[src/design/gait_event_detector_assert.svh]
// ----------------------------------------------------------------------------
// Gait event detector assertion macros
// Concurrent check wrappers; they expand to nothing when SYNTH is defined.
// ----------------------------------------------------------------------------
`ifndef GAIT_EVENT_DETECTOR_ASSERT_SVH
`define GAIT_EVENT_DETECTOR_ASSERT_SVH
`ifndef SYNTH
// same-cycle implication
`define GED_ASSERT_SAME(label, clk, rst, ante, cons) \
   label: assert property (@(posedge clk) disable iff (rst) (ante) |-> (cons)) \
      else $error("gait event detector check failed");
// next-cycle implication
`define GED_ASSERT_NEXT(label, clk, rst, ante, cons) \
   label: assert property (@(posedge clk) disable iff (rst) (ante) |=> (cons)) \
      else $error("gait event detector check failed");
`else
`define GED_ASSERT_SAME(label, clk, rst, ante, cons)
`define GED_ASSERT_NEXT(label, clk, rst, ante, cons)
`endif
`endif

[src/design/ged_pkg.sv]
// ----------------------------------------------------------------------------
// Gait event detector package
// Shared types, register indexes, reset values and detection constants.
// ----------------------------------------------------------------------------
package ged_pkg;

   // configuration register indexes
   localparam logic [1:0] REG_PASS_THRESHOLD     = 2'd0;
   localparam logic [1:0] REG_MIDSWING_THRESHOLD = 2'd1;
   localparam logic [1:0] REG_DOWNSTAIRS_GAP     = 2'd2;
   localparam logic [1:0] REG_OVERGROUND_LEVEL   = 2'd3;

   localparam logic signed [15:0] PASS_THRESHOLD_RESET     = 16'sd1442;
   localparam logic signed [15:0] MIDSWING_THRESHOLD_RESET = 16'sd1442;
   localparam logic [31:0]        DOWNSTAIRS_GAP_RESET     = 32'd0;
   localparam logic signed [15:0] OVERGROUND_LEVEL_RESET   = 16'sd0;

   // minimum gaps in ms, all strict
   localparam logic [31:0] ZC_GAP_MS = 32'd40;
   localparam logic [31:0] LP_GAP_MS = 32'd180;
   localparam logic [31:0] TO_GAP_MS = 32'd210;

   // 0.8 and 0.9 in 1/256 units
   localparam logic signed [25:0] LP_FRACTION = 26'sd205;
   localparam logic signed [25:0] TO_FRACTION = 26'sd230;

   localparam logic signed [15:0] UPSTAIRS_RATE = 16'sd100;
   localparam logic signed [16:0] STILL_SPREAD  = 17'sd48;
   localparam logic signed [15:0] STILL_FLOOR   = -16'sd128;

   localparam logic signed [15:0] RATE_MIN = -16'sd32768;
   localparam logic signed [15:0] RATE_MAX = 16'sd32767;

   typedef enum logic [2:0] {
      CLS_UNKNOWN    = 3'd0,
      CLS_STATIONARY = 3'd1,
      CLS_OVERGROUND = 3'd2,
      CLS_TRANSITION = 3'd3,
      CLS_DOWNSTAIRS = 3'd4,
      CLS_UPSTAIRS   = 3'd5
   } activity_type;

   typedef enum logic [1:0] {
      PAR_NONE = 2'd0,
      PAR_ODD  = 2'd1,
      PAR_EVEN = 2'd2
   } parity_type;

   typedef enum logic [1:0] {
      ST_IDLE,
      ST_SCAN,
      ST_LAST,
      ST_EVAL
   } ctrl_state_type;

   typedef struct packed {
      logic load;    // capture sample, write window, restart scan
      logic read;    // read next window entry
      logic commit;  // update tracking state and load result
   } ged_cmd_type;

   typedef struct packed {
      logic scan_last;
      logic out_free;
   } ged_stat_type;

endpackage

[src/design/ged_req_if.sv]
// ----------------------------------------------------------------------------
// Gait event detector sample channel
// Valid/ready channel carrying one gyro sample and its timestamp.
// ----------------------------------------------------------------------------
interface ged_req_if;
   logic               valid;
   logic               ready;
   logic signed [15:0] gyro_rate;
   logic [31:0]        time_ms;

   modport source (output valid, output gyro_rate, output time_ms, input ready);
   modport sink   (input valid, input gyro_rate, input time_ms, output ready);
endinterface

[src/design/ged_rsp_if.sv]
// ----------------------------------------------------------------------------
// Gait event detector result channel
// Valid/ready channel carrying event flags and the activity class.
// ----------------------------------------------------------------------------
interface ged_rsp_if;
   logic       valid;
   logic       ready;
   logic       heel_strike;
   logic       zero_crossing;
   logic       lambda_peak;
   logic       toe_off;
   logic       midswing;
   logic [2:0] activity;

   modport source (output valid, output heel_strike, output zero_crossing,
                   output lambda_peak, output toe_off, output midswing,
                   output activity, input ready);
   modport sink   (input valid, input heel_strike, input zero_crossing,
                   input lambda_peak, input toe_off, input midswing,
                   input activity, output ready);
endinterface

[src/design/ged_datapath.sv]
// ----------------------------------------------------------------------------
// Gait event detector datapath
// Sample window memory, min/max scan, event tests, tracking state, result.
// ----------------------------------------------------------------------------
module ged_datapath
   import ged_pkg::*;
#(
   parameter int WINDOW_DEPTH = 15
) (
   input  logic               clock,
   input  logic               reset,
   input  ged_cmd_type        cmd,
   output ged_stat_type       stat,
   input  logic signed [15:0] in_rate,
   input  logic [31:0]        in_time,
   input  logic               csr_wr_en,
   input  logic [1:0]         csr_index,
   input  logic [31:0]        csr_data,
   ged_rsp_if.source          rsp
);

   localparam int IDX_W  = $clog2(WINDOW_DEPTH);
   localparam int FILL_W = $clog2(WINDOW_DEPTH + 1);

   function automatic parity_type count_crossing(input parity_type par);
      return (par == PAR_ODD) ? PAR_EVEN : PAR_ODD;
   endfunction

   // configuration
   logic signed [15:0] pass_thr_ff;
   logic signed [15:0] ms_thr_ff;
   logic [31:0]        down_gap_ff;
   logic signed [15:0] over_lvl_ff;

   always_ff @(posedge clock) begin
      if (reset) begin
         pass_thr_ff <= PASS_THRESHOLD_RESET;
         ms_thr_ff   <= MIDSWING_THRESHOLD_RESET;
         down_gap_ff <= DOWNSTAIRS_GAP_RESET;
         over_lvl_ff <= OVERGROUND_LEVEL_RESET;
      end else if (csr_wr_en) begin
         unique case (csr_index)
            REG_PASS_THRESHOLD:     pass_thr_ff <= csr_data[15:0];
            REG_MIDSWING_THRESHOLD: ms_thr_ff   <= csr_data[15:0];
            REG_DOWNSTAIRS_GAP:     down_gap_ff <= csr_data;
            REG_OVERGROUND_LEVEL:   over_lvl_ff <= csr_data[15:0];
            default: ;
         endcase
      end
   end

   // window memory and scan
   logic signed [15:0] window_mem [WINDOW_DEPTH];
   logic signed [15:0] rd_data_ff;
   logic signed [15:0] wz_ff;
   logic [31:0]        now_ff;
   logic [IDX_W-1:0]   head_ff;
   logic [FILL_W-1:0]  fill_ff;
   logic [IDX_W-1:0]   rd_idx_ff;
   logic               rd_vld_ff;
   logic signed [15:0] wmax_ff;
   logic signed [15:0] wmin_ff;

   always_ff @(posedge clock) begin
      if (cmd.load) begin
         window_mem[head_ff] <= in_rate;
      end
      if (cmd.read) begin
         rd_data_ff <= window_mem[rd_idx_ff];
      end
   end

   always_ff @(posedge clock) begin
      if (reset) begin
         head_ff   <= '0;
         fill_ff   <= '0;
         rd_idx_ff <= '0;
         rd_vld_ff <= 1'b0;
      end else begin
         rd_vld_ff <= cmd.read;
         if (cmd.load) begin
            head_ff   <= (head_ff == IDX_W'(WINDOW_DEPTH - 1)) ? '0 : head_ff + IDX_W'(1);
            rd_idx_ff <= '0;
            if (fill_ff < FILL_W'(WINDOW_DEPTH)) begin
               fill_ff <= fill_ff + FILL_W'(1);
            end
         end else if (cmd.read) begin
            rd_idx_ff <= rd_idx_ff + IDX_W'(1);
         end
      end
   end

   always_ff @(posedge clock) begin
      if (cmd.load) begin
         wz_ff   <= in_rate;
         now_ff  <= in_time;
         wmax_ff <= RATE_MIN;
         wmin_ff <= RATE_MAX;
      end else if (rd_vld_ff) begin
         if (rd_data_ff > wmax_ff) wmax_ff <= rd_data_ff;
         if (rd_data_ff < wmin_ff) wmin_ff <= rd_data_ff;
      end
   end

   assign stat.scan_last = (FILL_W'(rd_idx_ff) == fill_ff - FILL_W'(1));

   // tracking state
   logic signed [15:0] last_rate_ff;
   logic signed [15:0] older_rate_ff;
   parity_type         parity_ff;
   logic               lambda_armed_ff;
   logic               ms_armed_ff;
   logic               cross_armed_ff;
   logic               toe_armed_ff;
   logic signed [15:0] heel_rate_ff;
   logic [31:0]        heel_time_ff;
   logic [31:0]        ms_time_ff;
   logic [31:0]        lambda_time_ff;
   logic [31:0]        heel_gap_ff;
   activity_type       class_ff;

   // event evaluation, in the order the tests see each other's updates
   parity_type         par_a, par_b, parity_in;
   logic               is_min, is_max;
   logic               hs, zc, lp, to, ms;
   logic signed [15:0] heel_rate_in;
   logic [31:0]        heel_time_in;
   logic [31:0]        heel_gap_in;
   logic [31:0]        lambda_time_in;
   logic [31:0]        ms_time_in;
   logic               lambda_armed_in, ms_armed_in, cross_armed_in, toe_armed_in;
   logic               ms_armed_mid, cross_armed_mid, toe_armed_mid, lambda_armed_mid;
   logic [31:0]        since_heel, since_lambda;
   logic signed [25:0] pp_scaled, p_scaled, heel_lp, heel_to;
   logic signed [16:0] spread;
   activity_type       class_in;

   always_comb begin
      par_a = parity_ff;
      if (wz_ff >= pass_thr_ff && last_rate_ff <= pass_thr_ff) par_a = count_crossing(par_a);
      par_b = par_a;
      if (wz_ff <= pass_thr_ff && last_rate_ff >= pass_thr_ff) par_b = count_crossing(par_b);

      is_min = (last_rate_ff <= older_rate_ff) && (last_rate_ff <= wz_ff);
      is_max = (last_rate_ff >= older_rate_ff) && (last_rate_ff >= wz_ff);

      hs = is_min && (last_rate_ff < 16'sd0) && (par_b == PAR_EVEN);
      parity_in        = hs ? PAR_NONE : par_b;
      heel_time_in     = hs ? now_ff : heel_time_ff;
      heel_rate_in     = hs ? last_rate_ff : heel_rate_ff;
      heel_gap_in      = hs ? now_ff - ms_time_ff : heel_gap_ff;
      lambda_armed_mid = lambda_armed_ff | hs;
      ms_armed_mid     = ms_armed_ff | hs;
      cross_armed_mid  = cross_armed_ff | hs;

      since_heel = now_ff - heel_time_in;
      zc = (last_rate_ff < 16'sd0) && (wz_ff > 16'sd0) && cross_armed_mid
           && (since_heel > ZC_GAP_MS);

      pp_scaled = 26'(older_rate_ff) <<< 8;
      heel_lp   = 26'(heel_rate_in) * LP_FRACTION;
      lp = is_max && (pp_scaled > heel_lp) && (older_rate_ff < pass_thr_ff)
           && lambda_armed_mid && (since_heel > LP_GAP_MS);
      lambda_time_in  = lp ? now_ff : lambda_time_ff;
      lambda_armed_in = lambda_armed_mid & ~lp;
      toe_armed_mid   = toe_armed_ff | lp;
      cross_armed_in  = cross_armed_mid & ~zc & ~lp;

      class_in = class_ff;
      if (lp) begin
         if (wz_ff >= UPSTAIRS_RATE) class_in = CLS_UPSTAIRS;
         if (heel_gap_in > down_gap_ff) begin
            class_in = CLS_DOWNSTAIRS;
         end else if (wz_ff < 16'sd0) begin
            if (class_ff == CLS_UPSTAIRS || class_ff == CLS_DOWNSTAIRS
                || class_ff == CLS_STATIONARY) class_in = CLS_TRANSITION;
            if (heel_rate_in < over_lvl_ff) class_in = CLS_OVERGROUND;
         end
      end

      since_lambda = now_ff - lambda_time_in;
      p_scaled = 26'(last_rate_ff) <<< 8;
      heel_to  = 26'(heel_rate_in) * TO_FRACTION;
      to = is_min && (p_scaled < heel_to) && toe_armed_mid && (since_lambda > TO_GAP_MS);
      toe_armed_in = toe_armed_mid & ~to;
      ms_armed_mid = ms_armed_mid | to;

      ms = is_max && (last_rate_ff > ms_thr_ff) && ms_armed_mid;
      ms_time_in  = ms ? now_ff : ms_time_ff;
      ms_armed_in = ms_armed_mid & ~ms;

      // narrow band over the window, above the still floor, means standing still
      spread = 17'(wmax_ff) - 17'(wmin_ff);
      if (spread <= STILL_SPREAD && wmax_ff > STILL_FLOOR && wmin_ff > STILL_FLOOR) begin
         class_in = CLS_STATIONARY;
      end
   end

   always_ff @(posedge clock) begin
      if (reset) begin
         last_rate_ff    <= '0;
         older_rate_ff   <= '0;
         parity_ff       <= PAR_NONE;
         lambda_armed_ff <= 1'b0;
         ms_armed_ff     <= 1'b0;
         cross_armed_ff  <= 1'b0;
         toe_armed_ff    <= 1'b0;
         heel_rate_ff    <= '0;
         heel_time_ff    <= '0;
         ms_time_ff      <= '0;
         lambda_time_ff  <= '0;
         heel_gap_ff     <= '0;
         class_ff        <= CLS_UNKNOWN;
      end else if (cmd.commit) begin
         last_rate_ff    <= wz_ff;
         older_rate_ff   <= last_rate_ff;
         parity_ff       <= parity_in;
         lambda_armed_ff <= lambda_armed_in;
         ms_armed_ff     <= ms_armed_in;
         cross_armed_ff  <= cross_armed_in;
         toe_armed_ff    <= toe_armed_in;
         heel_rate_ff    <= heel_rate_in;
         heel_time_ff    <= heel_time_in;
         ms_time_ff      <= ms_time_in;
         lambda_time_ff  <= lambda_time_in;
         heel_gap_ff     <= heel_gap_in;
         class_ff        <= class_in;
      end
   end

   // result register
   logic       rsp_vld_ff;
   logic [4:0] flags_ff;
   logic [2:0] act_out_ff;

   always_ff @(posedge clock) begin
      if (reset) begin
         rsp_vld_ff <= 1'b0;
      end else if (cmd.commit) begin
         rsp_vld_ff <= 1'b1;
      end else if (rsp.ready) begin
         rsp_vld_ff <= 1'b0;
      end
   end

   always_ff @(posedge clock) begin
      if (cmd.commit) begin
         flags_ff   <= {hs, zc, lp, to, ms};
         act_out_ff <= class_in;
      end
   end

   assign stat.out_free     = !rsp_vld_ff || rsp.ready;
   assign rsp.valid         = rsp_vld_ff;
   assign rsp.heel_strike   = flags_ff[4];
   assign rsp.zero_crossing = flags_ff[3];
   assign rsp.lambda_peak   = flags_ff[2];
   assign rsp.toe_off       = flags_ff[1];
   assign rsp.midswing      = flags_ff[0];
   assign rsp.activity      = act_out_ff;

endmodule

[src/design/ged_controller.sv]
// ----------------------------------------------------------------------------
// Gait event detector controller
// Sequences sample capture, the window scan, evaluation and result hand-off.
// ----------------------------------------------------------------------------
module ged_controller
   import ged_pkg::*;
(
   input  logic         clock,
   input  logic         reset,
   input  logic         req_valid,
   output logic         req_ready,
   input  ged_stat_type stat,
   output ged_cmd_type  cmd
);

   ctrl_state_type state_ff, state_in;

   always_ff @(posedge clock) begin
      if (reset) begin
         state_ff <= ST_IDLE;
      end else begin
         state_ff <= state_in;
      end
   end

   always_comb begin
      state_in   = state_ff;
      req_ready  = 1'b0;
      cmd        = '0;
      unique case (state_ff)
         ST_IDLE: begin
            req_ready = 1'b1;
            if (req_valid) begin
               cmd.load = 1'b1;
               state_in = ST_SCAN;
            end
         end
         ST_SCAN: begin
            cmd.read = 1'b1;
            if (stat.scan_last) state_in = ST_LAST;
         end
         // last read data lands in the min/max registers
         ST_LAST: begin
            state_in = ST_EVAL;
         end
         // hold until the result register frees up
         ST_EVAL: begin
            if (stat.out_free) begin
               cmd.commit = 1'b1;
               state_in   = ST_IDLE;
            end
         end
         default: state_in = ST_IDLE;
      endcase
   end

endmodule

[src/design/gait_event_detector.sv]
// ----------------------------------------------------------------------------
// Gait event detector
// Flags gait events from gyro Z samples and classifies walking activity.
// ----------------------------------------------------------------------------
// Usage:
//   req carries one beat per sample: gyro_rate (signed, 1/16 dps) and
//   time_ms. rsp returns exactly one beat per sample with five event flags
//   and the activity class after that sample.
//   csr_wr_en/csr_index/csr_data write the four thresholds; write them only
//   while the block is idle.
// Sequence:
//   After a sample is accepted, its window is scanned entry by entry
//   through the single read port over the fill entries held (fill is up
//   to WINDOW_DEPTH), the last entry is folded into the min/max, and the
//   sample is evaluated; the result loads once the result register is free.
//   req_ready rises the cycle after the result loads, so a new sample is
//   taken only once the previous one has been evaluated and committed.
// Reset:
//   Synchronous, active high; clears the tracking state, the window fill
//   count and the result valid. Thresholds return to their defaults.
// Stall:
//   The result register holds while rsp_ready is low; the next sample is
//   still taken and waits in evaluation until the result register frees.
// ----------------------------------------------------------------------------
`include "gait_event_detector_assert.svh"

module gait_event_detector
   import ged_pkg::*;
#(
   parameter int WINDOW_DEPTH = 15
) (
   input  logic        clock,
   input  logic        reset,
   ged_req_if.sink     req,
   ged_rsp_if.source   rsp,
   input  logic        csr_wr_en,
   input  logic [1:0]  csr_index,
   input  logic [31:0] csr_data
);

   ged_cmd_type  cmd;
   ged_stat_type stat;
   logic         ready;
   logic         hs_beat;

   assign req.ready = ready;
   assign hs_beat   = rsp.valid && rsp.heel_strike;

   ged_controller u_ctrl (
      .clock     (clock),
      .reset     (reset),
      .req_valid (req.valid),
      .req_ready (ready),
      .stat      (stat),
      .cmd       (cmd)
   );

   ged_datapath #(
      .WINDOW_DEPTH (WINDOW_DEPTH)
   ) u_dp (
      .clock     (clock),
      .reset     (reset),
      .cmd       (cmd),
      .stat      (stat),
      .in_rate   (req.gyro_rate),
      .in_time   (req.time_ms),
      .csr_wr_en (csr_wr_en),
      .csr_index (csr_index),
      .csr_data  (csr_data),
      .rsp       (rsp)
   );

   // a taken beat keeps the block busy for at least the scan
   `GED_ASSERT_NEXT(a_busy_after_accept, clock, reset, req.valid && req.ready, !req.ready)
   // never overwrite a result that has not been taken
   `GED_ASSERT_SAME(a_commit_free, clock, reset, cmd.commit, stat.out_free)
   // a heel strike restarts the heel timer, so no zero crossing or lambda peak can join it
   `GED_ASSERT_SAME(a_heel_alone, clock, reset, hs_beat, !rsp.zero_crossing && !rsp.lambda_peak)

endmodule
[src/flat_wrapper.sv]
// flat-port wrapper written by rule: the top's interface ports become plain ports
module gait_event_detector_flat import ged_pkg::*;
#(
   parameter int WINDOW_DEPTH = 15
)
  (clock, reset, csr_wr_en, csr_index, csr_data, req_valid, req_gyro_rate, req_time_ms, req_ready, rsp_valid, rsp_heel_strike, rsp_zero_crossing, rsp_lambda_peak, rsp_toe_off, rsp_midswing, rsp_activity, rsp_ready);
  ged_req_if req_i ();
  ged_rsp_if rsp_i ();
  input  logic clock;
  input  logic reset;
  input  logic csr_wr_en;
  input  logic [1:0] csr_index;
  input  logic [31:0] csr_data;
  input wire logic [$bits(req_i.valid)-1:0] req_valid;
  input wire logic [$bits(req_i.gyro_rate)-1:0] req_gyro_rate;
  input wire logic [$bits(req_i.time_ms)-1:0] req_time_ms;
  output wire logic [$bits(req_i.ready)-1:0] req_ready;
  output wire logic [$bits(rsp_i.valid)-1:0] rsp_valid;
  output wire logic [$bits(rsp_i.heel_strike)-1:0] rsp_heel_strike;
  output wire logic [$bits(rsp_i.zero_crossing)-1:0] rsp_zero_crossing;
  output wire logic [$bits(rsp_i.lambda_peak)-1:0] rsp_lambda_peak;
  output wire logic [$bits(rsp_i.toe_off)-1:0] rsp_toe_off;
  output wire logic [$bits(rsp_i.midswing)-1:0] rsp_midswing;
  output wire logic [$bits(rsp_i.activity)-1:0] rsp_activity;
  input wire logic [$bits(rsp_i.ready)-1:0] rsp_ready;
  assign req_i.valid = req_valid;
  assign req_i.gyro_rate = req_gyro_rate;
  assign req_i.time_ms = req_time_ms;
  assign req_ready = req_i.ready;
  assign rsp_valid = rsp_i.valid;
  assign rsp_heel_strike = rsp_i.heel_strike;
  assign rsp_zero_crossing = rsp_i.zero_crossing;
  assign rsp_lambda_peak = rsp_i.lambda_peak;
  assign rsp_toe_off = rsp_i.toe_off;
  assign rsp_midswing = rsp_i.midswing;
  assign rsp_activity = rsp_i.activity;
  assign rsp_i.ready = rsp_ready;
  gait_event_detector #(.WINDOW_DEPTH(WINDOW_DEPTH)) u_core (.clock(clock), .reset(reset), .req(req_i), .rsp(rsp_i), .csr_wr_en(csr_wr_en), .csr_index(csr_index), .csr_data(csr_data));
endmodule
[config.mk]
export PLATFORM = sky130hd
export DESIGN_NAME = gait_event_detector_flat
export DESIGN_NICKNAME = d
export VERILOG_FILES = /design/src/design/ged_pkg.sv /design/src/design/ged_req_if.sv /design/src/design/ged_rsp_if.sv /design/src/design/ged_datapath.sv /design/src/design/ged_controller.sv /design/src/design/gait_event_detector.sv /design/src/flat_wrapper.sv
export VERILOG_INCLUDE_DIRS = /design/src /design/src/design
export SDC_FILE = /design/constraint.sdc
export NUM_CORES = 2
export LEC_CHECK = 0
export ABC_AREA = 1
export BUFFER_PORTS_ARGS = -buffer_cell sky130_fd_sc_hd__buf_2
export CORE_MARGIN = 1
export CORE_UTILIZATION = 35
export CTS_CLUSTER_DIAMETER = 100
export DETAILED_ROUTE_END_ITERATION = 10
export GPL_TIMING_DRIVEN = 0
export PLACE_DENSITY = 0.57
export SLEW_MARGIN = 0
export SYNTH_ARGS = -nofsm -noshare
export SYNTH_HDL_FRONTEND = slang
export SYNTH_SLANG_ARGS = --single-unit
[constraint.sdc]
create_clock -name clock -period 24.2 [get_ports clock]
set_input_delay 4.84 -clock clock [delete_from_list [all_inputs] [get_ports clock]]
set_output_delay 4.84 -clock clock [all_outputs]
set_load 0.01 [all_outputs]
After elaboration in Yosys (flattened, before gate mapping)
Memories as Yosys holds them, arrays and structs flattened. A register that Yosys moved wholly into a read port is not among the register bits. Cells that the tools add are included.

Register bits: 369. Memory bits (writable): 240. Input bits: 87. Output and inout port bits: 10. Logic and storage cells: 166. Memories kept: 1.

$add $sub $neg: 8. Multiply operators: 2. Order comparisons: 27. Equality and inequality tests: 17. Multiplexer cells: 31. Bitwise operators: 14. Reduce and logical (&&, ||, !) cells: 37.

Memories: u_core.u_dp.window_mem (depth 15, width 16, rd ports 1, clocked after Yosys merged registers in 1, write ports 1, line ged_datapath.sv:53) `logic signed [15:0] window_mem [WINDOW_DEPTH];`.

Operators with widths (number): two-way mux 32 bit (3); subtractor 32 bit (3); greater-or-equal comparator 16 bit (4); > comparator 32 x 8 -> 1 bit (second input constant) (2); less-or-equal comparator 16 bit (4); < comparator 16 bit (3); > comparator 16 bit (2); > comparator 16 x 8 -> 1 bit (second input constant) (2); > comparator 32 bit (1); > comparator 32 x 6 -> 1 bit (second input constant) (1); < comparator 16 x 1 -> 1 bit (second input constant) (2); > comparator 24 x 25 -> 1 bit (1); < comparator 24 x 25 -> 1 bit (1); multiplier 16 x 9 -> 25 bit (second input constant) (1); multiplier 16 x 8 -> 24 bit (second input constant) (1); two-way mux 3 bit (7); logical AND 1 bit (20); less-or-equal comparator 17 x 7 -> 1 bit (second input constant) (1); subtractor 16 x 16 -> 17 bit (1); greater-or-equal comparator 16 x 8 -> 1 bit (second input constant) (1); > comparator 16 x 1 -> 1 bit (second input constant) (1); two-way mux 16 bit (1); two-way mux 2 bit (8); AND reduction 2 bit (8); other kinds (23) (57).

Logic depth before layout (Yosys ltp)
Depth in word-level cells: 23. Mapped depth: 92. Gate-level depth less buffers: 88.

Cells and area by module
A second synthesis with hierarchy kept.

Cell total of the unflattened synthesis: 4610. Area, all modules: 39115.0 µm².

By module, submodules not included: ged_datapath (instances 1, cells each 4581, area an instance 38927.3 µm², seq. area each 15595.0 µm²); ged_controller (instances 1, cells each 29, area an instance 187.7 µm², seq. area each 40.0 µm²).

Worst setup path after synthesis
OpenSTA, ideal clock, no wires.

Kind: reg2reg. Start: reg u_core.u_dp.wz_ff[15]. End: reg u_core.u_dp.ms_time_ff[1]. Library setup time: 110 ps. Data arrival time: 11770 ps. Data required time: 24090 ps. Path slack: 12321 ps. Stages on the path, launching flop included: 81. Buffers on the path: 6. Clock period less this slack: 11879 ps. Path through: edfxtp_1 ha_1 nand2_1 nor3_2 nand2_1 nand3_1 nand3_1 nand2_1 nand2_1 nand2_1 nand2_2 nand2_4 nand3_2 nor2_8 clkbuf_1 clkbuf_1 clkbuf_1 nand2_1 (+45 left out) o21ai_1 nand2_1 nand2_1 a21oi_1 o21ai_1 a21boi_0 o31ai_1 xnor2_1 nand3_1 nor3_1 nand2_1 nand2_2 nand2_4 nand3_4 buf_12 nand2_4 inv_2 nor2_2.

Word-level cells in the longest chain between the ends: 22. Elaborated cells on any way between the ends: 40. Classes of those cells: 2 x add/sub; 2 x mul; 8 x order compare; 2 x eq/ne; 6 x mux; 4 x bitwise; 16 x reduce/logical.

RTL lines: start: declaration (line ged_datapath.sv:55) `logic signed [15:0] wz_ff;`; start signal: assignment (line ged_datapath.sv:95) `wz_ff <= in_rate;`; greater-or-equal comparator 16 bit (line ged_datapath.sv:140) `if (wz_ff >= pass_thr_ff && last_rate_ff <= pass_thr_ff) par_a = count_crossing(par_a);`; logical AND 1 bit (line ged_datapath.sv:140); two-way mux 2 bit (line ged_datapath.sv:140); == test 2 x 1 -> 1 bit (line ged_datapath.sv:26) `return (par == PAR_ODD) ? PAR_EVEN : PAR_ODD;`; two-way mux 2 bit (line ged_datapath.sv:26); two-way mux 2 bit (line ged_datapath.sv:142) `if (wz_ff <= pass_thr_ff && last_rate_ff >= pass_thr_ff) par_b = count_crossing(par_b);`; == test 2 bit (line ged_datapath.sv:147) `hs = is_min && (last_rate_ff < 16'sd0) && (par_b == PAR_EVEN);`; logical AND 1 bit (*) (line ged_datapath.sv:147); net u_core.u_dp.hs (line ged_datapath.sv:125) `logic hs, zc, lp, to, ms;`; (+1 left out); net u_core.u_dp.heel_rate_in[3] (line ged_datapath.sv:126) `logic signed [15:0] heel_rate_in;`; (+4 left out); logical AND 1 bit (2 in series) (line ged_datapath.sv:163) `&& lambda_armed_mid && (since_heel > LP_GAP_MS);`; two-way mux 32 bit (line ged_datapath.sv:164) `lambda_time_in = lp ? now_ff : lambda_time_ff;`; subtractor 32 bit (line ged_datapath.sv:181) `since_lambda = now_ff - lambda_time_in;`; > comparator 32 x 8 -> 1 bit (line ged_datapath.sv:184) `to = is_min && (p_scaled < heel_to) && toe_armed_mid && (since_lambda > TO_GAP_MS);`; logical AND 1 bit (*) (line ged_datapath.sv:184); OR 1 bit (*) (line ged_datapath.sv:186) `ms_armed_mid = ms_armed_mid | to;`; logical AND 1 bit (*) (line ged_datapath.sv:188) `ms = is_max && (last_rate_ff > ms_thr_ff) && ms_armed_mid;`; AND reduction 2 bit (no source line) (*); end signal: assignment (line ged_datapath.sv:224) `ms_time_ff <= ms_time_in;`; end: declaration (line ged_datapath.sv:117) `logic [31:0] ms_time_ff;`.

The timed path passes the listed nets; every way through them passes the cells marked *. A chain may end at the register's enable or synchronous reset.

Worst setup path in the final report
Start: reg u_core.u_dp.last_rate_ff[0]. End: reg u_core.u_dp.ms_time_ff[12].

Word-level cells in the longest chain between the ends: 22. Elaborated cells on any way between the ends: 44. Classes of those cells: 2 x add/sub; 2 x mul; 12 x order compare; 2 x eq/ne; 6 x mux; 4 x bitwise; 16 x reduce/logical.

RTL lines: start: declaration (line ged_datapath.sv:108) `logic signed [15:0] last_rate_ff;`; start signal: assignment (line ged_datapath.sv:215) `last_rate_ff <= wz_ff;`; less-or-equal comparator 16 bit (line ged_datapath.sv:140); logical AND 1 bit (line ged_datapath.sv:140); two-way mux 2 bit (line ged_datapath.sv:140); == test 2 x 1 -> 1 bit (line ged_datapath.sv:26); two-way mux 2 bit (line ged_datapath.sv:26); two-way mux 2 bit (line ged_datapath.sv:142); == test 2 bit (line ged_datapath.sv:147); logical AND 1 bit (*) (line ged_datapath.sv:147); net u_core.u_dp.hs (line ged_datapath.sv:125); (+1 left out); net u_core.u_dp.heel_rate_in[3] (line ged_datapath.sv:126); (+4 left out); logical AND 1 bit (2 in series) (line ged_datapath.sv:163); two-way mux 32 bit (line ged_datapath.sv:164); subtractor 32 bit (line ged_datapath.sv:181); > comparator 32 x 8 -> 1 bit (line ged_datapath.sv:184); logical AND 1 bit (*) (line ged_datapath.sv:184); OR 1 bit (*) (line ged_datapath.sv:186); logical AND 1 bit (*) (line ged_datapath.sv:188); AND reduction 2 bit (no source line) (*).

Marks and branches as above.

==> flow_summary_export.csv <==
group,metric,value,unit
global_routing,grt_first_pass_wirelength,183800,um
final_layout,area_growth,13.36,%
placement,globalplace.congestion,0.8956,
synth,synth_cell_type_count,65,
power,power.clock.fraction,0.310,
die,dieArea,0.1142,sq mm
outcome,result_of_the_run,"completed",
die,die_height,337.9,um
critical_path,timing.critical_path.slowest_stage_cell,"sky130_fd_sc_hd__dfxtp_1",
die,die_w,337.9,um
critical_path,critical_path.max_fanout,10,
global_routing,first_global_vias,30959,
drt,initial_drt_markers,2711,
drt,avg_vias_per_cell,5.134,
critical_path,wp_data_arrival,17.02,ns
die,core.rowCount,122,
timing,worst_hold_slack,0.4532,ns
clock_network,clk_root_buffer_cell,"sky130_fd_sc_hd__clkbuf_16",
die,initial_utilization,0.3548,
timing,tightest_pin_transition,1.404,ns
power,power_leakage,19.35,nW
power,power_frac_comb,0.343,
synth,synth_nets,5195,
timing,final-hold-violation-count,0,
flow_run,max_capacitance_violation_count,0,
clock_network,cts_htree_levels,3,
power,power_switching,1.472,mW
global_routing,track_usage,0.2126,
critical_path,worst_setup_path_end_kind,"flip-flop",
power,seqPwrFrac,0.347,
critical_path,timing.reg2reg.setup_slack,7.71,ns
power,sw_frac_of_total,0.3813,
placement,io_buffers,95,
final_layout,mostFrequentLayoutCells,"sky130_fd_sc_hd__nand2_1 (665), sky130_fd_sc_hd__inv_1 (619), sky130_fd_sc_hd__o21ai_0 (444)",
critical_path,critical_path_launch_point_type,"flip-flop",
drt,num_vias,32531,
final_layout,layout.filler_cells,11103,
synth,synthCells,4600,
clock_network,cts_setup_buffers,0,
clock_network,clock_tree_from_tritoncts,"built",
synth,yosys-top-cells-area,"sky130_fd_sc_hd__edfxtp_1 (24%), sky130_fd_sc_hd__dfxtp_1 (16%), sky130_fd_sc_hd__ha_1 (14%), sky130_fd_sc_hd__nand2_1 (6.3%), sky130_fd_sc_hd__inv_1 (5.9%)",
drt,first_pass_iters,5,
synth,synth-async-reset-ratio,0,
hold_path,min_path_type,"reg -> reg",
timing,relative_slew_slack,0.05392,
clock_network,clock_insertion_delay_worst_skew,0.67,ns
critical_path,path_delay_family,"simple AND/OR/NAND/NOR gates",
synth,synth_flop_cell,"sky130_fd_sc_hd__dfxtp_1",
drt,postRouteAntennaNets,0,
drt,routed_wl,122000,um
synth,synth_edf_count,312,
timing,setup-tns-final,0,ns
synth,synth_top_area_cell,"sky130_fd_sc_hd__edfxtp_1",
synth,yosysWarnings,0,
power,internal_power,2.388,mW
power,ir_worst_vdd,0.04595,mV
clock_network,clock_sink_count,625,
timing,rsz0062_at_grt,"false",
power,power_density,86.23,mW/mm^2
critical_path,cp.buffers_inverters,14,
drt,routedWlPerCell,19.25,um
timing,portion_of_the_clock_cycle_consumed_by_the_worst_path_in_the_final_layout,0.6815,
synth,ys_seq_area_frac,0.3960,
final_layout,layout-drive-gt1-share,0.08067,
die,core,0.1113,sq mm
global_routing,antenna_violations_before_repair,8,
synth,netlist.area_leader.share,0.2373,
timing,timing.final.setup_violations,0,
clock_network,cts-resized-gates,0,
clock_network,clkSlewWorstSetupHoldPaths,0.06,ns
global_routing,grt_remaining_overflow,0,
critical_path,cpPeakStageDelay,0.70,ns
die,ioPinCount,97,
synth,synth-seq-cells,625,
timing,clock.fmax,60.63,MHz
critical_path,worst_ep_required_time,24.73,ns
final_layout,layout.nets,5382,
placement,place_hpwl,93750,um
critical_path,crit_path_frequent_cell,"sky130_fd_sc_hd__nand2_1",
synth,syn_area_per_cell,8.583,sq um
global_routing,grt_start_max_net_pins,34,
final_layout,layout_commonest_cell,"sky130_fd_sc_hd__nand2_1",
drt,remaining_drc_errors,0,
timing,min_period,16.49,ns
synth,synthesis.area,0.03948,sq mm
timing,finalClockSkew,0.04359,ns
timing,drv_slew,0,
clock_network,cts_hold_buffers,0,
critical_path,kind_of_critical_path,"reg -> reg",
clock_network,tritoncts_buffer_count,73,
clock_network,cts-root-to-sink-buffers,3,
final cells by class:
class	count	area [sq um]	area share
timing repair buffer	112	758.2	0.01694
sequential	625	15640	0.3493
buffer	174	716.9	0.01602
clock inverter	46	670.6	0.01498
multi-input combinational	3143	20700	0.4625
clock buffer	89	1937	0.04328
tap	1488	1862	0.04160
inverter	658	2471	0.05521
antenna	2	5.005	0.0001118
synthesized netlist by cell type, types with 4 or more instances:
cell	n
sky130_fd_sc_hd__a211oi_1	49
sky130_fd_sc_hd__a21boi_0	7
sky130_fd_sc_hd__a21o_1	15
sky130_fd_sc_hd__a21oi_1	423
sky130_fd_sc_hd__a221oi_1	4
sky130_fd_sc_hd__a31oi_1	15
sky130_fd_sc_hd__and2_1	4
sky130_fd_sc_hd__buf_1	15
sky130_fd_sc_hd__buf_2	5
sky130_fd_sc_hd__clkbuf_1	150
sky130_fd_sc_hd__dfxtp_1	313
sky130_fd_sc_hd__edfxtp_1	312
sky130_fd_sc_hd__fa_1	78
sky130_fd_sc_hd__ha_1	430
sky130_fd_sc_hd__inv_1	620
sky130_fd_sc_hd__inv_2	34
sky130_fd_sc_hd__nand2_1	665
sky130_fd_sc_hd__nand2_2	8
sky130_fd_sc_hd__nand2_4	37
sky130_fd_sc_hd__nand3_1	96
sky130_fd_sc_hd__nand3b_1	7
sky130_fd_sc_hd__nand4_1	66
sky130_fd_sc_hd__nor2_1	345
sky130_fd_sc_hd__nor2_2	32
sky130_fd_sc_hd__nor3_1	23
sky130_fd_sc_hd__nor4_1	19
sky130_fd_sc_hd__o211a_1	4
sky130_fd_sc_hd__o211ai_1	78
sky130_fd_sc_hd__o21a_1	10
sky130_fd_sc_hd__o21ai_0	445
sky130_fd_sc_hd__o21ai_1	18
sky130_fd_sc_hd__o21bai_1	18
sky130_fd_sc_hd__o221ai_1	42
sky130_fd_sc_hd__o22ai_1	13
sky130_fd_sc_hd__o31ai_1	4
sky130_fd_sc_hd__or2_2	10
sky130_fd_sc_hd__xnor2_1	52
sky130_fd_sc_hd__xor2_1	91
sequential cells by signal (all words and copies together), names as in the netlist, 32 cells and up:
signal	flops
u_core.u_dp.heel_time_ff	32
u_core.u_dp.lambda_time_ff	32
u_core.u_dp.now_ff	32
u_core.u_dp.down_gap_ff	32
u_core.u_dp.heel_gap_ff	32
u_core.u_dp.window_mem	240
u_core.u_dp.ms_time_ff	32
power groups by stage:
| stage | clock network [mW] | registers, mW | logic [mW] |
|---|---|---|---|
| detailed placement | 0 | 1.36 | 1.31 |
| CTS | 1.21 | 1.34 | 1.32 |
| global route | 1.25 | 1.35 | 1.50 |
| global placement | 0 | 1.36 | 1.28 |
| finish | 1.20 | 1.34 | 1.32 |
| floorplan | 0 | 1.30 | 0.940 |
worst paths after layout:
path	from	to	cells after the start
min	u_core.u_dp.heel_rate_ff[9]$_SDFFE_PP0P_	u_core.u_dp.heel_rate_ff[9]$_SDFFE_PP0P_	2
max	u_core.u_dp.last_rate_ff[0]$_SDFFE_PP0P_	u_core.u_dp.ms_time_ff[12]$_SDFFE_PP0P_	85
max reg2reg	u_core.u_dp.last_rate_ff[0]$_SDFFE_PP0P_	u_core.u_dp.ms_time_ff[12]$_SDFFE_PP0P_	85
min reg2reg	u_core.u_dp.heel_rate_ff[9]$_SDFFE_PP0P_	u_core.u_dp.heel_rate_ff[9]$_SDFFE_PP0P_	2
metal layers:
layer,share of wire,vias up,wire length (um),track usage
met5,0.00034,-,41,0
met3,0.066,182,8020,0.03055
met1,0.46,15369,55550,0.2930
li1,-,16041,-,-
met4,0.027,6,3336,0.06691
met2,0.45,933,55010,0.3418
cell families after synthesis:
kind of cell             after synthesis  share of synthesized area
AND/OR/NAND/NOR                     1328                     0.1491
adder cells (fa/ha/maj)              508                     0.1758
AO/OA/AOI/OAI                       1164                     0.1667
XOR/XNOR                             143                    0.03172
flip-flops                           625                     0.3960
buffers and inverters                832                    0.08071
worst register-to-register path: cells and delay by family, from the launching register on:
kind | cells | cell delay [ns]
xor gates and xnor gates | 2 | 0.33
DFF | 1 | 0.70
adders and majority gates | 8 | 3.11
buffers and inverters | 14 | 3.24
and+or+nand+nor | 38 | 4.85
AOI/OAI and AO/OA | 23 | 4.13
through the flow:
| stage | power, mW | setup slack (ns) | std cells | util | cell area, sq um |
|---|---|---|---|---|---|
| 4_1_cts | 3.866 | 7.812 | 6335 | 0.4022 | 44750 |
| 2_1_floorplan | 2.236 | 12.32 | 4600 | - | 39480 |
| 3_5_place_dp | 2.666 | 7.852 | 6200 | 0.3787 | 42140 |
| 5_1_grt | 4.098 | 6.604 | 6335 | 0.4022 | 44750 |
| 3_3_place_gp | 2.640 | 7.925 | 6183 | 0.3758 | 41820 |
| 6_report | 3.860 | 7.707 | 6337 | 0.4022 | 44760 |
Note: power is estimated with default switching activity, not from simulation.
